--- src/rtl/tcc_pkg.sv ---
// Shared types and constants for the text console character writer.
// Holds the command record passed from the front end to the back end.
// No dependencies.
`timescale 1ns / 1ps

package tcc_pkg;

    localparam int COLS_DEF       = 80;
    localparam int ROWS_DEF       = 25;
    localparam int FIFO_DEPTH_DEF = 2;
    localparam int TAB_STOP       = 8;

    localparam int S_TDATA_W = 32;
    localparam int S_TUSER_W = 2;
    localparam int M_TDATA_W = 40;

    localparam logic [7:0]  CH_BS        = 8'h08;
    localparam logic [7:0]  CH_TAB       = 8'h09;
    localparam logic [7:0]  CH_LF        = 8'h0A;
    localparam logic [7:0]  CH_CR        = 8'h0D;
    localparam logic [7:0]  CH_SPACE     = 8'h20;
    localparam logic [7:0]  CH_DEL       = 8'h7F;
    localparam logic [3:0]  FORE_WHITE   = 4'hF;
    localparam logic [15:0] SCROLL_BLANK = 16'h0F20;

    typedef enum logic [1:0] {
        OP_PUT        = 2'd0,
        OP_CLEAR      = 2'd1,
        OP_SET_CURSOR = 2'd2,
        OP_READ_CELL  = 2'd3
    } op_t;

    typedef enum logic [3:0] {
        CMD_NOP,
        CMD_GLYPH,
        CMD_BACKSPACE,
        CMD_TAB,
        CMD_CR,
        CMD_LF,
        CMD_CLEAR,
        CMD_SET_CURSOR,
        CMD_READ_CELL
    } cmd_kind_t;

    typedef struct packed {
        cmd_kind_t   kind;
        logic [15:0] data_word;
        logic [6:0]  col;
        logic [4:0]  row;
        logic        in_range;
    } cmd_t;

    typedef enum logic [2:0] {
        ST_INIT,
        ST_IDLE,
        ST_READ,
        ST_SCROLL_COPY,
        ST_FILL
    } back_state_t;

endpackage

--- src/rtl/tcc_front.sv ---
// Front end: accepts input transactions and classifies them into commands.
// Precomputes cell words, saturated cursor targets and read range checks.
// Depends on tcc_pkg.
`timescale 1ns / 1ps

module tcc_front #(
    parameter int COLS = tcc_pkg::COLS_DEF,
    parameter int ROWS = tcc_pkg::ROWS_DEF
) (
    input  logic          s_valid,
    output logic          s_ready,
    input  logic [1:0]    op,
    input  logic [7:0]    char_code,
    input  logic [3:0]    bg_color,
    input  logic [3:0]    fg_color,
    input  logic [6:0]    target_col,
    input  logic [4:0]    target_row,
    input  logic          fifo_full,
    output logic          push,
    output tcc_pkg::cmd_t cmd
);
    import tcc_pkg::*;

    logic col_ok;
    logic row_ok;

    assign s_ready = !fifo_full;
    assign push    = s_valid && s_ready;
    assign col_ok  = int'(target_col) < COLS;
    assign row_ok  = int'(target_row) < ROWS;

    always_comb begin
        cmd.kind      = CMD_NOP;
        cmd.data_word = {bg_color, fg_color, char_code};
        cmd.col       = col_ok ? target_col : 7'(COLS - 1);
        cmd.row       = row_ok ? target_row : 5'(ROWS - 1);
        cmd.in_range  = col_ok && row_ok;
        case (op_t'(op))
            OP_PUT: begin
                if (char_code == CH_BS) begin
                    cmd.kind = CMD_BACKSPACE;
                end else if (char_code == CH_TAB) begin
                    cmd.kind = CMD_TAB;
                end else if (char_code == CH_CR) begin
                    cmd.kind = CMD_CR;
                end else if (char_code == CH_LF) begin
                    cmd.kind = CMD_LF;
                end else if (char_code >= CH_SPACE && char_code <= CH_DEL) begin
                    cmd.kind = CMD_GLYPH;
                end
            end
            OP_CLEAR: begin
                cmd.kind      = CMD_CLEAR;
                cmd.data_word = {bg_color, FORE_WHITE, CH_SPACE};
            end
            OP_SET_CURSOR: begin
                cmd.kind = CMD_SET_CURSOR;
            end
            OP_READ_CELL: begin
                cmd.kind = CMD_READ_CELL;
            end
            default: begin
                cmd.kind = CMD_NOP;
            end
        endcase
    end

endmodule

--- config.mk ---
export PLATFORM = sky130hd
export DESIGN_NAME = tcc_front
export DESIGN_NICKNAME = d
export VERILOG_FILES = /design/src/rtl/tcc_pkg.sv /design/src/rtl/tcc_front.sv
export SDC_FILE = /design/constraint.sdc
export NUM_CORES = 1
export LEC_CHECK = 0
export BUFFER_PORTS_ARGS = -buffer_cell sky130_fd_sc_hd__buf_4
export CAP_MARGIN = 40
export CORE_AREA = 2 2 39 41
export DETAILED_ROUTE_END_ITERATION = 10
export DIE_AREA = 0 0 41 43
export PLACE_DENSITY = 0.95
export SLEW_MARGIN = 10
export SYNTH_ARGS = -nofsm -noshare
export SYNTH_HDL_FRONTEND = slang
export SYNTH_SLANG_ARGS = --single-unit
--- constraint.sdc ---
create_clock -name vclk -period 1.05
set_clock_uncertainty 0.05 [all_clocks]
set_input_delay 0.0525 -clock vclk [all_inputs]
set_output_delay 0.0525 -clock vclk [all_outputs]
set_load 0.02 [all_outputs]
==> impl_results.md <==
- Status: finished with violations
- Failing checks: negative setup slack
- Pre-CTS WS: -0.04706 ns
- Total length of routed wires: 1344 µm
- Inserted Diodes: 0
- WL per Instance: 10.67 µm
- Critical Path Start Type: input port
- Max cap viols: 0
- Clk pwr share: 0%
- Count leader, synth: nor2b_1
- Power after layout: 0.4274 mW
- Crit path largest cell delay: 0.18 ns
- Pwr/cell area: 516.7 mW/mm²
- Number of max-slew violations in the final report: 0
- Register area: 0 µm²
- Num rows: 14
- Sw power: 0.2079 mW
- Vias in the first global route: 441
- Rel. slew slack: 78.85%
- First-pass GRT wire length: 1683 µm
- Min Tclk post-route: 1.060 ns
- Placer Congestion: 0.7187
- CP bufs+invs: 4
- Nets: 148
- Total setup buffers inserted after CTS: 0
- Fin. Hold Viols: 0
- Worst Max-Slew Pin Slew: 0.3152 ns
- Overflow after GRT: 0
- Initial Util: 27.58%
- Final ANT Viol Nets: 0
- Cell taking the most area after synthesis: nor2b_1
- Final Instance Area: 827.0 µm²
- Sequential fraction of design power: 0%
- CP delay by family, top: buffers and inverters
- Synth cell count leaders: nor2b_1 (9), or2_1 (5)
- Top Ports: 67
- Drt pass-1 iters: 3
- Syn nets: 94
- Layout cell share with drive strength beyond 1: 60.91%
- Via density: 4.405
- Req. time, crit path: 0.95 ns
- Cell area after synthesis: 381.6 µm²
- Fmax: 943.4 MHz
- CP Max Fanout: 3
- Hold Crit Class: in -> out
- Main area contributors after synthesis: nor2b_1 (15%), ha_1 (13%), or2_1 (8.2%), buf_4 (7.9%), nand2b_1 (6.6%)
- Chip Width: 41 µm
- RSZ-0062 raised after global routing: yes
- Arrival time of the worst setup path: 0.96 ns
- Clock buffers: 0
- Post-layout util: 59.76%
- Via count: 555
- DIE HEIGHT: 43 µm
- Area Growth Syn to Fin: 116.7%
- Core Region: 0.001384 mm²
- Synth unique cells: 23
- Logic pwr share: 100.0%
- Slowest-stage cell, CP: ha_2
- Tot GR Track Use: 12.79%
- Final period util: 101.0%
- Sequential cell count: 0
- Die Area: 0.001763 mm²
- Crit. End Element: output port
- DRC: 0
- Crit-path cells: buf_4, inv_2, ha_2, inv_1, a31oi_1, a22o_1, buf_6
- Mapped Cells: 58
- Pint: 0.2194 mW
- Largest net degree at the start of global routing: 13
- Sw Ratio: 48.65%
- Port Buffer Count: 59
- Final WS setup: -0.01001 ns
- Initial antenna violation count: 0
- Yosys warns: 0
- Fillers: 148
- First DRT Iteration DRCs: 2
- Cts hold-fix bufs: 0
- Peak VDD IR: 0.2485 mV
- Syn_area_per_cell: 6.580 µm²
- Endpoints failing setup: 1
- Worst Setup Path Type: in -> out
- Post-synth top area share: 14.75%
- Seq/Total Area, Yosys: 0%
- Post-DP HPWL: 1180 µm
- DP Area: 807.0 µm²
- Static Leak: 0.4392 nW
[cell usage in the layout (no fill, tap or decap)]
cell and n:
inv_1 2, nor2b_1 9, nor2_2 1, a31oi_1 1, ha_1 2, o21ai_1 3
and3b_1 1, nor3b_1 1, o2bb2ai_1 1, or2_1 5, nand3_1 2, buf_6 2
nor3_1 1, nor4b_4 1, and2_1 3, ha_2 2, o21a_1 1, a22o_1 1
nand2_1 3, inv_2 2, nand2b_1 4, buf_4 57, nor2b_2 1, nor2_1 2
buf_8 1, a21oi_1 1
[layout make-up]
cell class	instances	area [µm²]	share of cell area, %
inverters	4	15.01	1.815
multi-input cells	46	326.6	39.49
well taps	16	20.02	2.421
repair buffers	60	465.4	56.28
[per-layer routing]
layer | vias up | track usage [%] | wire [µm]
li1 | 286 | - | -
met2 | 25 | 26.88 | 766
met3 | 2 | 0.5236 | 128
met4 | 0 | 1.333 | 5
met5 | - | 0 | 0
met1 | 242 | 12.34 | 444
[final timing paths]
| check | from | to | slack [ns] | cells past startpoint |
|---|---|---|---|---|
| max | op[0] | cmd[29] | -0.01 | 7 |
| min | bg_color[0] | cmd[25] | 0.06 | 0 |
[what timing repair did]
item,4_1_cts,5_1_grt
gates resized for setup,3,5
pin swaps,3,0
setup endpoints to repair,1,6
[per-stage QoR]
step                      setup TNS (ns)  instances  hold WS [ns]
after floorplan                        0         58        0.1316
after global placement          -0.01792        126       0.05514
after detailed placement        -0.04706        126       0.05514
after CTS                              0        126       0.05514
after global routing            -0.07137        126       0.05508
final                           -0.01001        126       0.05501
[power groups by stage]
stage,sequential (mW),clock (mW),combinational (mW)
after detailed placement,0,0,0.420
after global routing,0,0,0.458
after global placement,0,0,0.411
final,0,0,0.427
after floorplan,0,0,0.217
after CTS,0,0,0.426
[kinds of logic (layout without fill, tap and decap cells)]
family / count (synthesis) / count (layout) / share of synthesized area [%]
AOI/OAI and AO/OA: 8 / 8 / 13.44
adders and majority gates: 4 / 4 / 13.12
buffers and inverters: 12 / 64 / 15.74
and+or+nand+nor: 34 / 34 / 57.70
Power figures use the tool's default switching activity.
