### src/rtl/tcc_pkg.sv
// Shared types and constants for the text console character writer.
// Holds the command record passed from the front end to the back end.
// No dependencies.
`timescale 1ns / 1ps

package tcc_pkg;

    localparam int COLS_DEF       = 80;
    localparam int ROWS_DEF       = 25;
    localparam int FIFO_DEPTH_DEF = 2;
    localparam int TAB_STOP       = 8;

    localparam int S_TDATA_W = 32;
    localparam int S_TUSER_W = 2;
    localparam int M_TDATA_W = 40;

    localparam logic [7:0]  CH_BS        = 8'h08;
    localparam logic [7:0]  CH_TAB       = 8'h09;
    localparam logic [7:0]  CH_LF        = 8'h0A;
    localparam logic [7:0]  CH_CR        = 8'h0D;
    localparam logic [7:0]  CH_SPACE     = 8'h20;
    localparam logic [7:0]  CH_DEL       = 8'h7F;
    localparam logic [3:0]  FORE_WHITE   = 4'hF;
    localparam logic [15:0] SCROLL_BLANK = 16'h0F20;

    typedef enum logic [1:0] {
        OP_PUT        = 2'd0,
        OP_CLEAR      = 2'd1,
        OP_SET_CURSOR = 2'd2,
        OP_READ_CELL  = 2'd3
    } op_t;

    typedef enum logic [3:0] {
        CMD_NOP,
        CMD_GLYPH,
        CMD_BACKSPACE,
        CMD_TAB,
        CMD_CR,
        CMD_LF,
        CMD_CLEAR,
        CMD_SET_CURSOR,
        CMD_READ_CELL
    } cmd_kind_t;

    typedef struct packed {
        cmd_kind_t   kind;
        logic [15:0] data_word;
        logic [6:0]  col;
        logic [4:0]  row;
        logic        in_range;
    } cmd_t;

    typedef enum logic [2:0] {
        ST_INIT,
        ST_IDLE,
        ST_READ,
        ST_SCROLL_COPY,
        ST_FILL
    } back_state_t;

endpackage

### src/rtl/tcc_cmd_fifo.sv
// Short command queue between the front end and the back end.
// Lets either side stall on its own.
// Depends on tcc_pkg.
`timescale 1ns / 1ps

module tcc_cmd_fifo #(
    parameter int DEPTH = tcc_pkg::FIFO_DEPTH_DEF
) (
    input  logic          aclk,
    input  logic          aresetn,
    input  logic          push,
    input  tcc_pkg::cmd_t cmd_in,
    output logic          full,
    input  logic          pop,
    output tcc_pkg::cmd_t cmd_out,
    output logic          empty
);
    import tcc_pkg::*;

    localparam int PTR_W = $clog2(DEPTH);
    localparam int CNT_W = $clog2(DEPTH + 1);

    cmd_t             slots_reg [DEPTH];
    logic [PTR_W-1:0] wr_ptr_reg, wr_ptr_next;
    logic [PTR_W-1:0] rd_ptr_reg, rd_ptr_next;
    logic [CNT_W-1:0] count_reg, count_next;

    assign full    = count_reg == CNT_W'(DEPTH);
    assign empty   = count_reg == '0;
    assign cmd_out = slots_reg[rd_ptr_reg];

    always_comb begin
        wr_ptr_next = wr_ptr_reg;
        rd_ptr_next = rd_ptr_reg;
        count_next  = count_reg;
        if (push) begin
            wr_ptr_next = (wr_ptr_reg == PTR_W'(DEPTH - 1)) ? '0 : wr_ptr_reg + 1'b1;
        end
        if (pop) begin
            rd_ptr_next = (rd_ptr_reg == PTR_W'(DEPTH - 1)) ? '0 : rd_ptr_reg + 1'b1;
        end
        if (push && !pop) begin
            count_next = count_reg + 1'b1;
        end else if (pop && !push) begin
            count_next = count_reg - 1'b1;
        end
    end

    always_ff @(posedge aclk) begin
        if (!aresetn) begin
            wr_ptr_reg <= '0;
            rd_ptr_reg <= '0;
            count_reg  <= '0;
        end else begin
            wr_ptr_reg <= wr_ptr_next;
            rd_ptr_reg <= rd_ptr_next;
            count_reg  <= count_next;
        end
    end

    always_ff @(posedge aclk) begin
        if (push) begin
            slots_reg[wr_ptr_reg] <= cmd_in;
        end
    end

endmodule

### config.mk
export PLATFORM = sky130hd
export DESIGN_NAME = tcc_cmd_fifo
export DESIGN_NICKNAME = d
export VERILOG_FILES = /design/src/rtl/tcc_pkg.sv /design/src/rtl/tcc_cmd_fifo.sv
export SDC_FILE = /design/constraint.sdc
export NUM_CORES = 1
export LEC_CHECK = 0
export BUFFER_PORTS_ARGS = -buffer_cell sky130_fd_sc_hd__buf_4
export CAP_MARGIN = 20
export CORE_MARGIN = 2
export CORE_UTILIZATION = 35
export CTS_CLUSTER_DIAMETER = 150
export DETAILED_ROUTE_END_ITERATION = 6
export RECOVER_POWER = 25
export SLEW_MARGIN = 20
export SYNTH_ARGS = -nofsm -noshare
export SYNTH_HDL_FRONTEND = slang
export SYNTH_SLANG_ARGS = --single-unit
### constraint.sdc
create_clock -name aclk -period 2.4 [get_ports aclk]
set_input_delay 0.6 -clock aclk [delete_from_list [all_inputs] [get_ports aclk]]
set_output_delay 0.6 -clock aclk [all_outputs]
set_load 0.02 [all_outputs]
==> results of run 1 <==
==> logic make-up (layout without fill, tap and decap cells) <==
kind of cell,count (synthesis),after routing
buffers and inverters,5,91
AOI/OAI and AO/OA,3,3
DFF,71,71
adders and majority gates,1,1
and+or+nand+nor,9,9
xor gates and xnor gates,3,3
muxes,33,33
==> report_power, final <==
group	internal, mW	switching (mW)
Sequential	1.43	0.0189
Clock	0.471	0.412
Combinational	0.199	0.196
Total	2.10	0.626
==> layout by cell type (no fill, tap or decap), drive strengths merged <==
master    count
clkinvlp      1
edfxtp       66
or3           1
a21boi        1
and2          4
clkbuf       32
ha            1
o21a          1
buf          51
xor2          2
dfxtp         5
mux2         33
o21ai         1
xnor2         1
clkinv        5
nor2b         2
inv           1
and2b         1
nor2          1
bufinv        1
==> how the worst min path moves through the flow <==
stage | endpoint | slack, ns | depth (start not counted)
after floorplan | count_reg[1]$_SDFFE_PN0P_ | 0.47 | 2
after global placement | count_reg[1]$_SDFFE_PN0P_ | 0.49 | 2
after detailed placement | count_reg[1]$_SDFFE_PN0P_ | 0.49 | 2
after CTS | slots_reg[0][10]$_DFFE_PP_ | 0.43 | 1
after global routing | slots_reg[0][11]$_DFFE_PP_ | 0.44 | 1
final | slots_reg[1][6]$_DFFE_PP_ | 0.46 | 1
==> final cells by class <==
| class | count | share of cell area |
|---|---|---|
| Clock buffer | 9 | 0.0356 |
| Sequential cell | 71 | 0.598 |
| Inverter | 1 | 0.00108 |
| Clock inverter | 7 | 0.0183 |
| Multi-Input combinational cell | 49 | 0.142 |
| Tap cell | 99 | 0.0356 |
| Timing Repair Buffer | 74 | 0.169 |
==> metal layers <==
layer  up-vias  wire [µm]  global-route usage
li1        644          -                   -
met1       663       1800               0.124
met2        37       2220               0.182
met3         4        187              0.0360
met4         0         51              0.0692
met5         -          0                   0
==> through the flow <==
| stage | setup WS (ns) | hold WS [ns] | std cells |
|---|---|---|---|
| 2_1_floorplan | 0.476 | 0.466 | 125 |
| 6_report | 0.355 | 0.462 | 310 |
| 3_5_place_dp | 0.694 | 0.491 | 294 |
| 5_1_grt | 0.287 | 0.437 | 310 |
| 3_3_place_gp | 0.695 | 0.486 | 294 |
| 4_1_cts | 0.319 | 0.431 | 310 |
==> critical path, cell delays in order (launching register included) <==
cell     delay [ns]
dfxtp_1        0.36
buf_12         0.23
mux2_2         0.37
buf_4          0.16
==> out/qor_table.md, run 1 <==
| Quantity | This run | Unit |
| --- | --- | --- |
| Outcome | complete, no violations | - |
| Most numerous cell in the Yosys netlist | edfxtp_1 | - |
| Post-Layout Inst Area | 3480 | µm² |
| Detailed-router iteration count before antenna repair | 6 | - |
| Number of primary I/O pins | 72 | - |
| Most instantiated flip-flop cell in the synthesis netlist | edfxtp_1 | - |
| Static leakage power | 1.30 | nW |
| Number of antenna-violating nets in the routed design | 0 | - |
| Count of hold buffers inserted by post-cts repair | 0 | - |
| Number of register bits inferred by synthesis | 71 | - |
| Sequential fraction of the synthesis area | 0.801 | - |
| Main combinational cell family by area after synthesis | multiplexers | - |
| Starting DRT DRC Count | 39 | - |
| Most frequent cells after synthesis | 66 x edfxtp_1, 33 x mux2_2, 5 x dfxtp_1, 4 x and2_1, 3 x buf_4 | - |
| Die area | 8130 | µm² |
| Overall power of the completed layout | 2.72 | mW |
| Total number of H-tree levels | 3 | - |
| Area fraction in compound gates after synthesis | 0.00770 | - |
| Worst hold start | cmd_in[6] | - |
| Simple-gate portion of the synthesized area | 0.0217 | - |
| Max rail drop VDD | 0.420 | mV |
| Critical path data required time | 1.80 | ns |
| Avg Cell Area, Syn | 20.8 | µm² |
| Root cell of the clock tree | clkbuf_8 | - |
| Register-to-register path setup slack | 1.10 | ns |
| Pin count of the biggest net entering global routing | 34 | - |
| Critical register-to-register path startpoint | wr_ptr_reg$_SDFFE_PN0P_ | - |
| GRT Util Overall | 0.111 | - |
| Maximum clock frequency | 0.489 | GHz |
| Nets | 244 | - |
| Clock buffers created by TritonCTS | 9 | - |
| Max-slew violation total from the final report | 0 | - |
| Fin crit share | 0.852 | - |
| Count of buffers from port buffering | 71 | - |
| Total congestion overflow | 0 | - |
| Number of nets produced by synthesis | 163 | - |
| Starting density of the core | 0.360 | - |
| Proportion of netlist area held by the largest area contributor | 0.762 | - |
| Async set-reset flop share out of synthesis | 0 | - |
| Max_slew headroom | 0.783 | - |
| Worst Path Arrival | 1.45 | ns |
| Synthesized-area fraction occupied by adder cells | 0.00481 | - |
| Post-cts repair resize count | 0 | - |
| Initial antenna violation count | 0 | - |
| Post-placement cell area | 3300 | µm² |
| Kind of start point of the critical path | register | - |
| Worst setup EP type | output port | - |
| Largest cells by area after synthesis | edfxtp_1 76%, mux2_2 14%, dfxtp_1 3.8%, and2_1 0.96%, buf_4 0.87% | - |
| CP Capture Point | cmd_out[9] | - |
| Capture point of the worst reg-to-reg path | slots_reg[1][8]$_DFFE_PP_ | - |
| Via-to-Cell Ratio | 4.35 | - |
| Vert. Die Dim | 90.2 | µm |
| Number of filler cells placed in the layout | 644 | - |
| Number of global-route vias before repair | 1377 | - |
| Final Critical Period | 2.05 | ns |
| Final core area utilization | 0.483 | - |
| Antenna Cells | 0 | - |
| Mapped Cells | 125 | - |
| Count of synthesis-stage warnings from yosys | 0 | - |
| Post-CTS Setup Bufs | 0 | - |
| Multiplexer share of the synthesized area | 0.143 | - |
| Number of enable flip-flop cells after synthesis | 66 | - |
| Post-Synth XOR/XNOR Area | 0.0101 | - |
| Clock-pin slew of the registers on the worst-case setup and hold paths | 0.07 | ns |
| Seq. cell area | 2080 | µm² |
| Post-Route Setup TNS | 0 | ns |
| Syn Std Cell Area | 2600 | µm² |
| Final routed DRC violation total | 0 | - |
| Final setup violation count | 0 | - |
| Slew @ Worst Pin | 0.325 | ns |
| Number of cells traversed by the worst register-to-register path | 2 | - |
| Hold violation count in the final report | 0 | - |
| TritonCTS sink count | 71 | - |
| Detailed-placement wirelength estimate | 2.73 | mm |
| Worst-case clock buffer depth | 2 | - |
| Worst hold path class | input port to register | - |
| Max-cap violations | 0 | - |
| Max reg flops | 66 | - |
| Post-synth top area cell | edfxtp_1 | - |
| Area of the multi-input gates | 495 | µm² |
| Vias | 1348 | - |
| Clock tree from TritonCTS | done | - |
| Worst setup skew after layout | 0.00375 | ns |
| Share of final-layout standard cells stronger than drive strength 1 | 0.583 | - |
| RSZ-0062 raised after global routing | false | - |
| Power density over the cells | 782 | nW/µm² |
| Count of cell types in the netlist | 17 | - |
| Routability congestion estimate from global placement | 0.667 | - |
| P&R area growth vs syn | 33.9 | % |
| Clock insertion delay at the later pin of the skew report | 0.32 | ns |
| Final Routed Wirelength | 4.25 | mm |
| Number of placement rows | 31 | - |
| Routed length per instance | 13.7 | µm |
| Critical path fanouts, max | 33 | - |
| Wire length of the first global-routing pass | 6.71 | mm |
| Core box area | 7210 | µm² |
| Worst setup path category | register to output port | - |
| Width of the chip | 90.2 | µm |
Note: power is estimated with default switching activity, not from simulation.
==> run 2, diff against run 1 <==
==> constraint.sdc (replaced) <==
create_clock -name aclk -period 2.6 [get_ports aclk]
set_input_delay 0.65 -clock aclk [delete_from_list [all_inputs] [get_ports aclk]]
set_output_delay 0.65 -clock aclk [all_outputs]
set_load 0.02 [all_outputs]
==> out/qor_table.md, run 2 (same netlist as run 1, synthesis figures left out) <==
| Quantity | This run | Unit |
| --- | --- | --- |
| Outcome | complete, no violations | - |
| Critical path fanouts, max | 20 | - |
| Worst setup EP type | output port | - |
| Wire length of the first global-routing pass | 7.09 | mm |
| Vert. Die Dim | 90.2 | µm |
| Worst hold path class | input port to register | - |
| Routability congestion estimate from global placement | 0.667 | - |
| Max-slew violation total from the final report | 0 | - |
| Fin crit share | 0.827 | - |
| Number of primary I/O pins | 72 | - |
| GRT Util Overall | 0.117 | - |
| Max_slew headroom | 0.680 | - |
| Worst Setup Slack, final | 0.450 | ns |
| Clock insertion delay at the later pin of the skew report | 0.33 | ns |
| Root cell of the clock tree | clkbuf_8 | - |
| Logic pwr share | 0.145 | - |
| Worst Setup Slack post-DPL | 0.779 | ns |
| Worst setup skew after layout | 0.00688 | ns |
| Clock-pin slew of the registers on the worst-case setup and hold paths | 0.07 | ns |
| Post-cts repair resize count | 0 | - |
| Clock buffers created by TritonCTS | 9 | - |
| Worst setup path category | register to output port | - |
| Slew @ Worst Pin | 0.479 | ns |
| Die area | 8130 | µm² |
| Internal power consumption | 1.92 | mW |
| Core box area | 7210 | µm² |
| Starting density of the core | 0.360 | - |
| Max reg flops | 66 | - |
| Starting DRT DRC Count | 44 | - |
| Post-Route Setup TNS | 0 | ns |
| Detailed-placement wirelength estimate | 2.99 | mm |
| Number of global-route vias before repair | 1387 | - |
| Share of final-layout standard cells stronger than drive strength 1 | 0.557 | - |
| Initial antenna violation count | 0 | - |
| Vias | 1381 | - |
| Static leakage power | 1.29 | nW |
| Clock tree from TritonCTS | done | - |
| Sequential cell fraction of total power | 0.534 | - |
| Max rail drop VDD | 0.321 | mV |
| Via-to-Cell Ratio | 4.44 | - |
| Worst-case clock buffer depth | 2 | - |
| Power density over the cells | 726 | nW/µm² |
| Highest-count cells in the layout ignoring fill and taps | 66 x edfxtp_1, 50 x buf_4, 33 x mux2_2 | - |
| Count of buffers from port buffering | 71 | - |
| Maximum clock frequency | 0.465 | GHz |
| Number of cells traversed by the worst register-to-register path | 2 | - |
| Post-CTS Setup Bufs | 0 | - |
| Width of the chip | 90.2 | µm |
| Final core area utilization | 0.477 | - |
| Clock share of power | 0.321 | - |
| Critical path data required time | 1.95 | ns |
| Switching Share | 0.230 | - |
| Count of non-filler cells in the finished layout | 311 | - |
| Number of antenna-violating nets in the routed design | 0 | - |
| Placed Cells incl. Taps | 295 | - |
| Final Routed Wirelength | 4.55 | mm |
| Nets | 245 | - |
| Pin count of the biggest net entering global routing | 34 | - |
| Final setup violation count | 0 | - |
| Detailed-router iteration count before antenna repair | 4 | - |
| Total congestion overflow | 0 | - |
| Final Critical Period | 2.15 | ns |
| Hold violation count in the final report | 0 | - |
| P&R area growth vs syn | 32.4 | % |
| Antenna Cells | 0 | - |
| Kind of start point of the critical path | register | - |
| Hold path cells | 1 | - |
| RSZ-0062 raised after global routing | false | - |
| Switching power | 0.574 | mW |
| Routed length per instance | 14.6 | µm |
| Worst Path Arrival | 1.50 | ns |
| TritonCTS sink count | 71 | - |
| Number of filler cells placed in the layout | 660 | - |
| Total number of H-tree levels | 3 | - |
| Max-cap violations | 0 | - |
| Number of placement rows | 31 | - |
| Count of hold buffers inserted by post-cts repair | 0 | - |
| Most common cell after layout, fill and taps aside | edfxtp_1 | - |
| Final routed DRC violation total | 0 | - |
==> run 2: changes by cell type in the layout (fill, tap and decap cells not counted), sizes merged <==
| cell | before | now |
|---|---|---|
| clkbuf | 32 | 34 |
| clkinvlp | 1 | 0 |
==> run 2: path summary, 6_finish.rpt <==
| kind | slack (ns) | startpoint | end |
|---|---|---|---|
| worst max-delay path | 0.45 | register | cmd_out[26] |
| worst min-delay path | 0.50 | cmd_in[6] | slots_reg[0][6]$_DFFE_PP_ |
| worst max register to register | 1.29 | wr_ptr_reg$_SDFFE_PN0P_ | slots_reg[1][7]$_DFFE_PP_ |
| worst min register to register | 0.52 | count_reg[1]$_SDFFE_PN0P_ | count_reg[1]$_SDFFE_PN0P_ |
==> run 2: worst max-delay path: stages (launching register included) <==
cell and delay (ns):
dfxtp_1 0.33, buf_4 0.28, mux2_2 0.39, buf_4 0.16
==> run 2: layer usage <==
| metal | up-vias | track usage | wire length [µm] | share of wire |
|---|---|---|---|---|
| met4 | 0 | 0.0615 | 102 | 0.022 |
| met3 | 12 | 0.0511 | 428 | 0.094 |
| met2 | 69 | 0.169 | 2000 | 0.44 |
| li1 | 644 | - | - | - |
| met5 | - | 0 | 0 | 0 |
| met1 | 656 | 0.148 | 2020 | 0.44 |
==> run 2: power groups by stage <==
stage	combinational (mW)	sequential, mW	clock, mW
6_report	0.362	1.33	0.803
5_1_grt	0.387	1.34	0.877
4_1_cts	0.373	1.34	0.829
3_5_place_dp	0.371	1.36	0
3_3_place_gp	0.369	1.36	0
2_1_floorplan	0.205	1.36	0
==> run 2: area by class of cell <==
type	count	area, µm²	area share
clock buffer	10	128	0.0371
inverter	1	3.75	0.00109
tap	99	124	0.0360
clock inverter	6	51.3	0.0149
timing repair buffer	75	561	0.163
sequential	71	2080	0.605
multi-input combinational	49	494	0.144
==> run 2: through the flow <==
step	instance area, µm²	hold slack [ns]	total power, mW
after floorplan	2600	0.466	1.56
after global placement	3280	0.489	1.73
after detailed placement	3280	0.507	1.73
after CTS	3460	0.474	2.54
after global routing	3440	0.485	2.60
final	3440	0.500	2.50
